### src/hw/rtl/utf8_to_code_point_decoder_top_assert.svh
// assertion macros for the utf8 decoder
// uses clk and rst_n of the module that includes it
`ifndef UTF8_TO_CODE_POINT_DECODER_TOP_ASSERT_SVH
`define UTF8_TO_CODE_POINT_DECODER_TOP_ASSERT_SVH

// same-cycle implication
`define UTF8D_ASSERT_NOW(label, ante, cons, msg) \
  label: assert property (@(posedge clk) disable iff (!rst_n) (ante) |-> (cons)) \
    else $error(msg);

// next-cycle implication
`define UTF8D_ASSERT_NEXT(label, ante, cons, msg) \
  label: assert property (@(posedge clk) disable iff (!rst_n) (ante) |=> (cons)) \
    else $error(msg);

`endif

### src/hw/rtl/utf8d_pkg.sv
// shared types and constants of the utf8 decoder
// no dependencies
package utf8d_pkg;

  localparam int BYTE_W          = 8;
  localparam int CP_W            = 21;
  localparam int CNT_OUT_W       = 16;
  localparam int CAP_W           = 16;
  localparam int DATA_W          = 32;
  localparam int ADDR_W          = 3;
  localparam int COUNT_BITS_DEF  = 16;
  localparam int QUEUE_DEPTH_DEF = 2;

  localparam logic [CAP_W-1:0] CAP_RESET = 16'hFFFF;

  localparam logic [7:0] MASK_LEAD4 = 8'h07;
  localparam logic [7:0] MASK_LEAD3 = 8'h0F;
  localparam logic [7:0] MASK_LEAD2 = 8'h1F;
  localparam logic [7:0] MASK_CONT  = 8'h3F;

  localparam logic [0:0] REG_CAPACITY = 1'b0;

  localparam logic [2:0] KIND_ZERO   = 3'd0;
  localparam logic [2:0] KIND_LEAD2  = 3'd1;
  localparam logic [2:0] KIND_LEAD3  = 3'd2;
  localparam logic [2:0] KIND_LEAD4  = 3'd3;
  localparam logic [2:0] KIND_SINGLE = 3'd4;

  typedef struct packed {
    logic [2:0]        kind;
    logic [BYTE_W-1:0] data;
  } entry_t;

  typedef struct packed {
    logic [CP_W-1:0]      code_point;
    logic                 last;
    logic [CNT_OUT_W-1:0] char_count;
  } result_t;

endpackage

### src/hw/rtl/utf8d_if.sv
// stream interfaces of the utf8 decoder: byte input and code point output
// depends on utf8d_pkg
interface utf8d_byte_if;
  import utf8d_pkg::*;
  logic              valid;
  logic              ready;
  logic [BYTE_W-1:0] data_byte;
  modport source (output valid, output data_byte, input ready);
  modport sink   (input valid, input data_byte, output ready);
endinterface

interface utf8d_cp_if;
  import utf8d_pkg::*;
  logic                 valid;
  logic                 ready;
  logic [CP_W-1:0]      code_point;
  logic                 last;
  logic [CNT_OUT_W-1:0] char_count;
  modport source (output valid, output code_point, output last, output char_count,
                  input ready);
  modport sink   (input valid, input code_point, input last, input char_count,
                  output ready);
endinterface

### src/hw/rtl/utf8_to_code_point_decoder_top.sv
// utf8 decoder top level: configuration port, front stage, queue, back stage
// depends on utf8d_pkg, utf8d_if, utf8d_front, utf8d_queue, utf8d_back
//
// Takes one byte per clock while the output is not stalled and returns at most one
// result per byte, so results never outpace bytes; a byte's result passes the front
// register, a queue slot and the result register before it is on the output.
// The rate is set by the back stage, which does a byte's decode step and its
// character limit compare combinationally ahead of the result register. Capacity
// (offset 0) must only be written while no string is in flight.
module utf8_to_code_point_decoder_top #(
  parameter int COUNT_BITS  = utf8d_pkg::COUNT_BITS_DEF,
  parameter int QUEUE_DEPTH = utf8d_pkg::QUEUE_DEPTH_DEF
) (
  input  logic                         clk,
  input  logic                         rst_n,
  utf8d_byte_if.sink                   in_bytes,
  utf8d_cp_if.source                   out_chars,
  input  logic                         psel,
  input  logic                         penable,
  input  logic                         pwrite,
  input  logic [utf8d_pkg::ADDR_W-1:0] paddr,
  input  logic [utf8d_pkg::DATA_W-1:0] pwdata,
  output logic [utf8d_pkg::DATA_W-1:0] prdata,
  output logic                         pready
);
  import utf8d_pkg::*;

  logic [CAP_W-1:0] cap_r;
  logic             push_valid, push_ready, pop_valid, pop_ready;
  entry_t           push_entry, pop_entry;
  logic             wr_en;

  assign pready = 1'b1;
  assign wr_en  = psel && penable && pwrite && (paddr[ADDR_W-1] == REG_CAPACITY);
  assign prdata = (paddr[ADDR_W-1] == REG_CAPACITY) ? DATA_W'(cap_r) : '0;

  always_ff @(posedge clk) begin
    if (!rst_n) begin
      cap_r <= CAP_RESET;
    end else if (wr_en) begin
      cap_r <= pwdata[CAP_W-1:0];
    end
  end

  utf8d_front u_front (
    .clk        (clk),
    .rst_n      (rst_n),
    .in_bytes   (in_bytes),
    .push_valid (push_valid),
    .push_entry (push_entry),
    .push_ready (push_ready)
  );

  utf8d_queue #(
    .DEPTH (QUEUE_DEPTH)
  ) u_queue (
    .clk        (clk),
    .rst_n      (rst_n),
    .push_valid (push_valid),
    .push_entry (push_entry),
    .push_ready (push_ready),
    .pop_valid  (pop_valid),
    .pop_entry  (pop_entry),
    .pop_ready  (pop_ready)
  );

  utf8d_back #(
    .COUNT_BITS (COUNT_BITS)
  ) u_back (
    .clk       (clk),
    .rst_n     (rst_n),
    .capacity  (cap_r),
    .pop_valid (pop_valid),
    .pop_entry (pop_entry),
    .pop_ready (pop_ready),
    .out_chars (out_chars)
  );

endmodule

### src/hw/rtl/utf8d_front.sv
// front stage: accepts bytes, classifies them and registers them for the queue
// depends on utf8d_pkg, utf8d_if
module utf8d_front (
  input  logic              clk,
  input  logic              rst_n,
  utf8d_byte_if.sink        in_bytes,
  output logic              push_valid,
  output utf8d_pkg::entry_t push_entry,
  input  logic              push_ready
);
  import utf8d_pkg::*;

  logic   vld_r, vld_nxt;
  entry_t ent_r;
  logic [2:0] kind;
  logic   take;

  always_comb begin
    logic [BYTE_W-1:0] b;
    b = in_bytes.data_byte;
    if (b == 8'h00) begin
      kind = KIND_ZERO;
    end else if (b >= 8'hC2 && b <= 8'hDF) begin
      kind = KIND_LEAD2;
    end else if (b >= 8'hE0 && b <= 8'hEF) begin
      kind = KIND_LEAD3;
    end else if (b >= 8'hF0 && b <= 8'hF4) begin
      kind = KIND_LEAD4;
    end else begin
      kind = KIND_SINGLE;
    end
  end

  assign in_bytes.ready = !vld_r || push_ready;
  assign take           = in_bytes.valid && in_bytes.ready;
  assign vld_nxt        = take || (vld_r && !push_ready);

  always_ff @(posedge clk) begin
    if (!rst_n) begin
      vld_r <= 1'b0;
    end else begin
      vld_r <= vld_nxt;
    end
  end

  always_ff @(posedge clk) begin
    if (take) begin
      ent_r <= '{kind: kind, data: in_bytes.data_byte};
    end
  end

  assign push_valid = vld_r;
  assign push_entry = ent_r;

endmodule

### src/hw/rtl/utf8d_queue.sv
// short queue between the front and back stages
// depends on utf8d_pkg
module utf8d_queue #(
  parameter int DEPTH = utf8d_pkg::QUEUE_DEPTH_DEF
) (
  input  logic              clk,
  input  logic              rst_n,
  input  logic              push_valid,
  input  utf8d_pkg::entry_t push_entry,
  output logic              push_ready,
  output logic              pop_valid,
  output utf8d_pkg::entry_t pop_entry,
  input  logic              pop_ready
);
  import utf8d_pkg::*;

  localparam int PTR_W = (DEPTH > 1) ? $clog2(DEPTH) : 1;
  localparam int CNT_W = $clog2(DEPTH + 1);

  entry_t             slots_r [DEPTH];
  logic [PTR_W-1:0]   wr_ptr_r, wr_ptr_nxt;
  logic [PTR_W-1:0]   rd_ptr_r, rd_ptr_nxt;
  logic [CNT_W-1:0]   fill_r, fill_nxt;
  logic               push, pop;

  assign push_ready = fill_r != CNT_W'(DEPTH);
  assign pop_valid  = fill_r != '0;
  assign push       = push_valid && push_ready;
  assign pop        = pop_valid && pop_ready;
  assign pop_entry  = slots_r[rd_ptr_r];

  always_comb begin
    wr_ptr_nxt = wr_ptr_r;
    rd_ptr_nxt = rd_ptr_r;
    fill_nxt   = fill_r;
    if (push) begin
      wr_ptr_nxt = (wr_ptr_r == PTR_W'(DEPTH - 1)) ? '0 : wr_ptr_r + PTR_W'(1);
    end
    if (pop) begin
      rd_ptr_nxt = (rd_ptr_r == PTR_W'(DEPTH - 1)) ? '0 : rd_ptr_r + PTR_W'(1);
    end
    if (push && !pop) begin
      fill_nxt = fill_r + CNT_W'(1);
    end else if (pop && !push) begin
      fill_nxt = fill_r - CNT_W'(1);
    end
  end

  always_ff @(posedge clk) begin
    if (!rst_n) begin
      wr_ptr_r <= '0;
      rd_ptr_r <= '0;
      fill_r   <= '0;
    end else begin
      wr_ptr_r <= wr_ptr_nxt;
      rd_ptr_r <= rd_ptr_nxt;
      fill_r   <= fill_nxt;
    end
  end

  always_ff @(posedge clk) begin
    if (push) begin
      slots_r[wr_ptr_r] <= push_entry;
    end
  end

`include "utf8_to_code_point_decoder_top_assert.svh"

  `UTF8D_ASSERT_NEXT(a_fill_up, push && !pop, fill_r == $past(fill_r) + CNT_W'(1), "queue fill did not grow")
  `UTF8D_ASSERT_NEXT(a_fill_down, pop && !push, fill_r == $past(fill_r) - CNT_W'(1), "queue fill did not shrink")

endmodule

### src/hw/rtl/utf8d_back.sv
// back stage: sequence decoding, character limit and result register
// depends on utf8d_pkg, utf8d_if
module utf8d_back #(
  parameter int COUNT_BITS = utf8d_pkg::COUNT_BITS_DEF
) (
  input  logic                        clk,
  input  logic                        rst_n,
  input  logic [utf8d_pkg::CAP_W-1:0] capacity,
  input  logic                        pop_valid,
  input  utf8d_pkg::entry_t           pop_entry,
  output logic                        pop_ready,
  utf8d_cp_if.source                  out_chars
);
  import utf8d_pkg::*;

  localparam int LW = (COUNT_BITS > CNT_OUT_W) ? COUNT_BITS : CNT_OUT_W;

  logic [1:0]            pend_r, pend_nxt;
  logic [CP_W-1:0]       acc_r, acc_nxt;
  logic [COUNT_BITS-1:0] cnt_r, cnt_nxt;
  logic                  disc_r, disc_nxt;
  logic                  out_vld_r;
  result_t               res_r, res_nxt;
  logic                  emit, take;
  logic [CAP_W-1:0]      cap_m1;
  logic [LW-1:0]         lim_w, cnt_max, cnt_w;

  assign pop_ready = !out_vld_r || out_chars.ready;
  assign take      = pop_valid && pop_ready;

  always_comb begin
    cap_m1  = (capacity == '0) ? '0 : capacity - CAP_W'(1);
    cnt_max = LW'({COUNT_BITS{1'b1}});
    lim_w   = LW'(cap_m1);
    if (lim_w > cnt_max) begin
      lim_w = cnt_max;
    end
    cnt_w = LW'(cnt_r);
  end

  always_comb begin
    pend_nxt = pend_r;
    acc_nxt  = acc_r;
    cnt_nxt  = cnt_r;
    disc_nxt = disc_r;
    emit     = 1'b0;
    res_nxt  = '{code_point: '0, last: 1'b0, char_count: '0};
    if (pop_entry.kind == KIND_ZERO) begin
      emit     = 1'b1;
      res_nxt  = '{code_point: '0, last: 1'b1, char_count: cnt_w[CNT_OUT_W-1:0]};
      pend_nxt = '0;
      acc_nxt  = '0;
      cnt_nxt  = '0;
      disc_nxt = 1'b0;
    end else if (disc_r) begin
      emit = 1'b0;
    end else if (pend_r != 2'd0) begin
      acc_nxt  = {acc_r[CP_W-7:0], pop_entry.data[5:0] & MASK_CONT[5:0]};
      pend_nxt = pend_r - 2'd1;
      if (pend_r == 2'd1) begin
        emit               = 1'b1;
        res_nxt.code_point = acc_nxt;
        cnt_nxt            = cnt_r + COUNT_BITS'(1);
      end
    end else if (cnt_w >= lim_w) begin
      disc_nxt = 1'b1;
    end else begin
      case (pop_entry.kind)
        KIND_LEAD2: begin
          acc_nxt  = CP_W'(pop_entry.data & MASK_LEAD2);
          pend_nxt = 2'd1;
        end
        KIND_LEAD3: begin
          acc_nxt  = CP_W'(pop_entry.data & MASK_LEAD3);
          pend_nxt = 2'd2;
        end
        KIND_LEAD4: begin
          acc_nxt  = CP_W'(pop_entry.data & MASK_LEAD4);
          pend_nxt = 2'd3;
        end
        default: begin
          emit               = 1'b1;
          res_nxt.code_point = CP_W'(pop_entry.data);
          cnt_nxt            = cnt_r + COUNT_BITS'(1);
        end
      endcase
    end
  end

  always_ff @(posedge clk) begin
    if (!rst_n) begin
      pend_r    <= '0;
      acc_r     <= '0;
      cnt_r     <= '0;
      disc_r    <= 1'b0;
      out_vld_r <= 1'b0;
    end else begin
      if (take) begin
        pend_r <= pend_nxt;
        acc_r  <= acc_nxt;
        cnt_r  <= cnt_nxt;
        disc_r <= disc_nxt;
      end
      if (pop_ready) begin
        out_vld_r <= take && emit;
      end
    end
  end

  always_ff @(posedge clk) begin
    if (take && emit) begin
      res_r <= res_nxt;
    end
  end

  assign out_chars.valid      = out_vld_r;
  assign out_chars.code_point = res_r.code_point;
  assign out_chars.last       = res_r.last;
  assign out_chars.char_count = res_r.char_count;

`include "utf8_to_code_point_decoder_top_assert.svh"

  `UTF8D_ASSERT_NOW(a_disc_idle, disc_r, pend_r == 2'd0, "discarding inside a sequence")
  `UTF8D_ASSERT_NEXT(a_term_clear, take && pop_entry.kind == KIND_ZERO, cnt_r == '0 && !disc_r && pend_r == 2'd0, "state not cleared after terminator")

endmodule
### src/flat_wrapper.sv
// flat-port wrapper written by rule: the top's interface ports become plain ports
module utf8_to_code_point_decoder_top_flat import utf8d_pkg::*;
#(
  parameter int COUNT_BITS  = utf8d_pkg::COUNT_BITS_DEF,
  parameter int QUEUE_DEPTH = utf8d_pkg::QUEUE_DEPTH_DEF
)
  (clk, rst_n, psel, penable, pwrite, paddr, pwdata, prdata, pready, in_bytes_valid, in_bytes_data_byte, in_bytes_ready, out_chars_valid, out_chars_code_point, out_chars_last, out_chars_char_count, out_chars_ready);
  utf8d_byte_if in_bytes_i ();
  utf8d_cp_if out_chars_i ();
  input  logic clk;
  input  logic rst_n;
  input  logic psel;
  input  logic penable;
  input  logic pwrite;
  input  logic [utf8d_pkg::ADDR_W-1:0] paddr;
  input  logic [utf8d_pkg::DATA_W-1:0] pwdata;
  output logic [utf8d_pkg::DATA_W-1:0] prdata;
  output logic pready;
  input wire logic [$bits(in_bytes_i.valid)-1:0] in_bytes_valid;
  input wire logic [$bits(in_bytes_i.data_byte)-1:0] in_bytes_data_byte;
  output wire logic [$bits(in_bytes_i.ready)-1:0] in_bytes_ready;
  output wire logic [$bits(out_chars_i.valid)-1:0] out_chars_valid;
  output wire logic [$bits(out_chars_i.code_point)-1:0] out_chars_code_point;
  output wire logic [$bits(out_chars_i.last)-1:0] out_chars_last;
  output wire logic [$bits(out_chars_i.char_count)-1:0] out_chars_char_count;
  input wire logic [$bits(out_chars_i.ready)-1:0] out_chars_ready;
  assign in_bytes_i.valid = in_bytes_valid;
  assign in_bytes_i.data_byte = in_bytes_data_byte;
  assign in_bytes_ready = in_bytes_i.ready;
  assign out_chars_valid = out_chars_i.valid;
  assign out_chars_code_point = out_chars_i.code_point;
  assign out_chars_last = out_chars_i.last;
  assign out_chars_char_count = out_chars_i.char_count;
  assign out_chars_i.ready = out_chars_ready;
  utf8_to_code_point_decoder_top #(.COUNT_BITS(COUNT_BITS), .QUEUE_DEPTH(QUEUE_DEPTH)) u_core (.clk(clk), .rst_n(rst_n), .in_bytes(in_bytes_i), .out_chars(out_chars_i), .psel(psel), .penable(penable), .pwrite(pwrite), .paddr(paddr), .pwdata(pwdata), .prdata(prdata), .pready(pready));
endmodule
### config.mk
export PLATFORM = sky130hd
export DESIGN_NAME = utf8_to_code_point_decoder_top_flat
export DESIGN_NICKNAME = d
export VERILOG_FILES = /design/src/hw/rtl/utf8d_pkg.sv /design/src/hw/rtl/utf8d_if.sv /design/src/hw/rtl/utf8_to_code_point_decoder_top.sv /design/src/hw/rtl/utf8d_front.sv /design/src/hw/rtl/utf8d_queue.sv /design/src/hw/rtl/utf8d_back.sv /design/src/flat_wrapper.sv
export VERILOG_INCLUDE_DIRS = /design/src /design/src/hw/rtl
export SDC_FILE = /design/constraint.sdc
export NUM_CORES = 1
export LEC_CHECK = 0
export BUFFER_PORTS_ARGS = -buffer_cell sky130_fd_sc_hd__buf_2
export CAP_MARGIN = 40
export CORE_AREA = 2 2 145 147
export CTS_BUF_LIST = sky130_fd_sc_hd__clkbuf_4 sky130_fd_sc_hd__clkbuf_8
export CTS_CLUSTER_SIZE = 25
export DETAILED_ROUTE_END_ITERATION = 8
export DIE_AREA = 0 0 147 149
export SYNTH_ARGS = -nofsm -noshare
export SYNTH_HDL_FRONTEND = slang
export SYNTH_HIERARCHICAL = 1
export SYNTH_SLANG_ARGS = --single-unit
### constraint.sdc
create_clock -name clk -period 6.27 [get_ports clk]
set_clock_uncertainty 0.2 [all_clocks]
set_input_delay 0.3135 -clock clk [delete_from_list [all_inputs] [get_ports clk]]
set_output_delay 0.3135 -clock clk [all_outputs]
set_load 0.005 [all_outputs]
==> metrics <==
status=completed; Post-CTS Setup Inserts=0; EDFF count, synth=71; Area growth, synth to finish=21.33%; Crit Reg-Reg Startpoint=u_core/cap_r[9]; leakage power total=approximately 3 nW; final design utilization=roughly 36%; number of synthesized register bits=128; Syn Inst Count=approximately 580; critical path arrival=4760 ps; die width=around 150 um; Tot Pwr=about 0.0026 W; Routability Congestion=~0.76; first element of the critical path=u_core/cap_r[9]; FF/Latch Area=roughly 0.0033 mm2; area of the multi-input gates=between 0.002 and 0.003 mm2; clock share of power=between 20 and 30%; via count=4356; commonest non-fill, non-tap cells in the layout=87 x buf_2, 71 x edfxtp_1, 57 x dfxtp_1; total clock buffers created by CTS=17; DRT Wirelength=roughly 12000 um; Critical path destination=u_core/u_back/out_chars.char_count[6]; Avg Cell Area, Syn=10.68 um2; WL/cell=between 10 and 15 um; CTS hold repair buffers=25; Final WS setup=around 1400 ps; setup slack, reg-to-reg=~1400 ps; global-route wire length before repair=19550 um; Netlist cell types=56; initial DRC count=between 200 and 300; Total GRT Usage=between 10% and 20%; worst vdd ir=0.1438 mV; most common cell after layout, fill and taps aside=buf_2; I/O pins=123; fmax=between 0.2 and 0.25 GHz; RSZ-0062 raised after global routing=false; Initial Util=between 30% and 40%; setup TNS=0 ps; Psw=0.0007774 W; Fin Hold WS=164.7 ps; fraction of power consumed by sequential logic=46.0%; Die Height=about 150 um; share of layout cells above drive strength 1=approximately 22%; R2R Path End=u_core/u_back/out_chars.char_count[6]; cts repair resizes=0; yosys warns=6; area of the core=slightly above 0.02 mm2; largest net degree at the start of global routing=67; Clock Latency Late Sink=between 400 and 500 ps; final net count=758; relative slew slack=around 56%; die area=0.02190 mm2; crit path max fanout=37; CP startpoint kind=register; combinational share of power=24.5%; sequential share of the synthesized area=53.04%; Final setup viols=0; Tmin final=4875 ps; WP data required=approximately 6200 ps; worst-margin pin slew=about 660 ps; input/output buffers=87; Post-DP HPWL=around 8500 um; Setup crit end kind=register; Period Utilization, post-route=between 70 and 80%; H-tree depth=4; pwr dens=341.6 mW/mm2; Filler cells=roughly 2100; drc violations=0; vias in the first global route=3869; Clock transition at path regs=around 80 ps; Max Transition Viols Final=0; min-delay worst type=in2reg; Via density=roughly 4.5; Sw Share=roughly 30%; Final Hold Vio Count=0; CTS tree=yes; number of routed nets with antenna violations=0; CTS max path bufs=2; # diodes=0; top_reg_cell synth=edfxtp_1; Setup WS pre-CTS=between 1000 and 1500 ps; initial antenna violation count=0; worst reg2reg path depth=14; maxcap violations=0; Synth Cell Area=0.006171 mm2; ys async rst share=0%; total gr overflow=0; CTS Root Cell=clkbuf_8; critical path class=reg2reg; P_int=about 0.0018 W; DRT Pass-1 Iters=4; placement row count=53; CTS Sinks=about 130
## worst min path at each step
stage                                          to  cells past startpoint                         start
CTS                 u_core/u_back/out_chars.valid                      3               out_chars_ready
floorplan            u_core/u_front/push_entry[0]                      0         in_bytes_data_byte[0]
global route                     u_core/cap_r[13]                      3                       penable
detailed placement   u_core/u_queue/slots_r[0][1]                      0  u_core/u_front/push_entry[1]
global placement     u_core/u_queue/slots_r[0][7]                      0  u_core/u_front/push_entry[7]
finish              u_core/u_back/out_chars.valid                      3               out_chars_ready
## per-stage QoR
step,std cells,instance area (um2)
after floorplan,593,6227
after global placement,917,6785
after detailed placement,919,6808
after CTS,976,7487
after global routing,976,7487
final,976,7487
## layer usage
| metal | vias up | routed length, um | share of wire, % | global-route usage, % |
|---|---|---|---|---|
| met2 | 109 | 5183 | 43 | 16.31 |
| met5 | - | 0 | 0 | 0 |
| met3 | 17 | 619 | 5.1 | 3.364 |
| li1 | 2253 | - | - | - |
| met1 | 1977 | 6100 | 50 | 15.38 |
| met4 | 0 | 216 | 1.8 | 5.048 |
## sequential cells by signal, summed over array words and instances (netlist names), 2 cells and up, named ones only
signal / cells
u_core/u_back/acc_r: 15
u_core/u_queue/fill_r: 2
u_core/u_queue/slots_r: 22
u_core/u_back/pend_r: 2
u_core/cap_r: 16
u_core/u_front/push_entry: 11
u_core/u_back/out_chars.code_point: 21
u_core/u_back/cnt_r: 16
u_core/u_back/out_chars.char_count: 16
## cell usage after synthesis (11+ instances only)
cell type  count  share of area, %
edfxtp_1      71                35
and2_1        34               3.4
nand2_1       49               3.0
mux2_2        11               2.0
dfxtp_1       57                18
nor2b_1       44               4.5
mux2i_1       19               3.1
o21ai_0       28               2.3
clkbuf_1      18               1.1
nor2_1        28               1.7
buf_4         17               2.1
or4_1         12               1.5
a21oi_1       25               2.0
ha_1          20               4.1
nand3_1       22               1.8
and3_1        11               1.1
## layout make-up
class | instances | share of cell area (%)
Sequential cell | 128 | 43.72
Multi-Input combinational cell | 414 | 35.65
Timing Repair Buffer | 118 | 9.860
Tap cell | 275 | 4.596
Clock buffer | 21 | 3.693
Clock inverter | 11 | 2.039
Inverter | 9 | 0.4512
## cell families after synthesis
| kind of cell | after synthesis | synth area share (%) |
|---|---|---|
| flops | 128 | 53.04 |
| fa+ha+maj | 20 | 4.055 |
| other cells | 2 | 0.1217 |
| compound gates | 83 | 8.293 |
| mux | 30 | 5.089 |
| buf+inv | 51 | 4.623 |
| xor+xnor | 14 | 1.987 |
| simple gates | 250 | 22.79 |
## power by group through the flow
stage	clock network, W	logic, W	registers, W
after floorplan	0	0.000409	0.00119
after global placement	0	0.000620	0.00120
after detailed placement	0	0.000629	0.00120
after CTS	0.000784	0.000642	0.00118
after global routing	0.000815	0.000712	0.00120
final	0.000754	0.000627	0.00118
## worst max-delay path: stages (launching register included)
cell	delay, ps
dfxtp_1	350
or4_1	580
or3_1	380
nor4_1	400
nand2_1	350
nand2_1	140
ha_1	240
nand4_1	150
nor2_1	70
a311oi_1	340
nand4_2	210
o31a_1	330
buf_4	220
inv_1	120
buf_4	400
No activity file was read; power rests on OpenSTA's default activity.
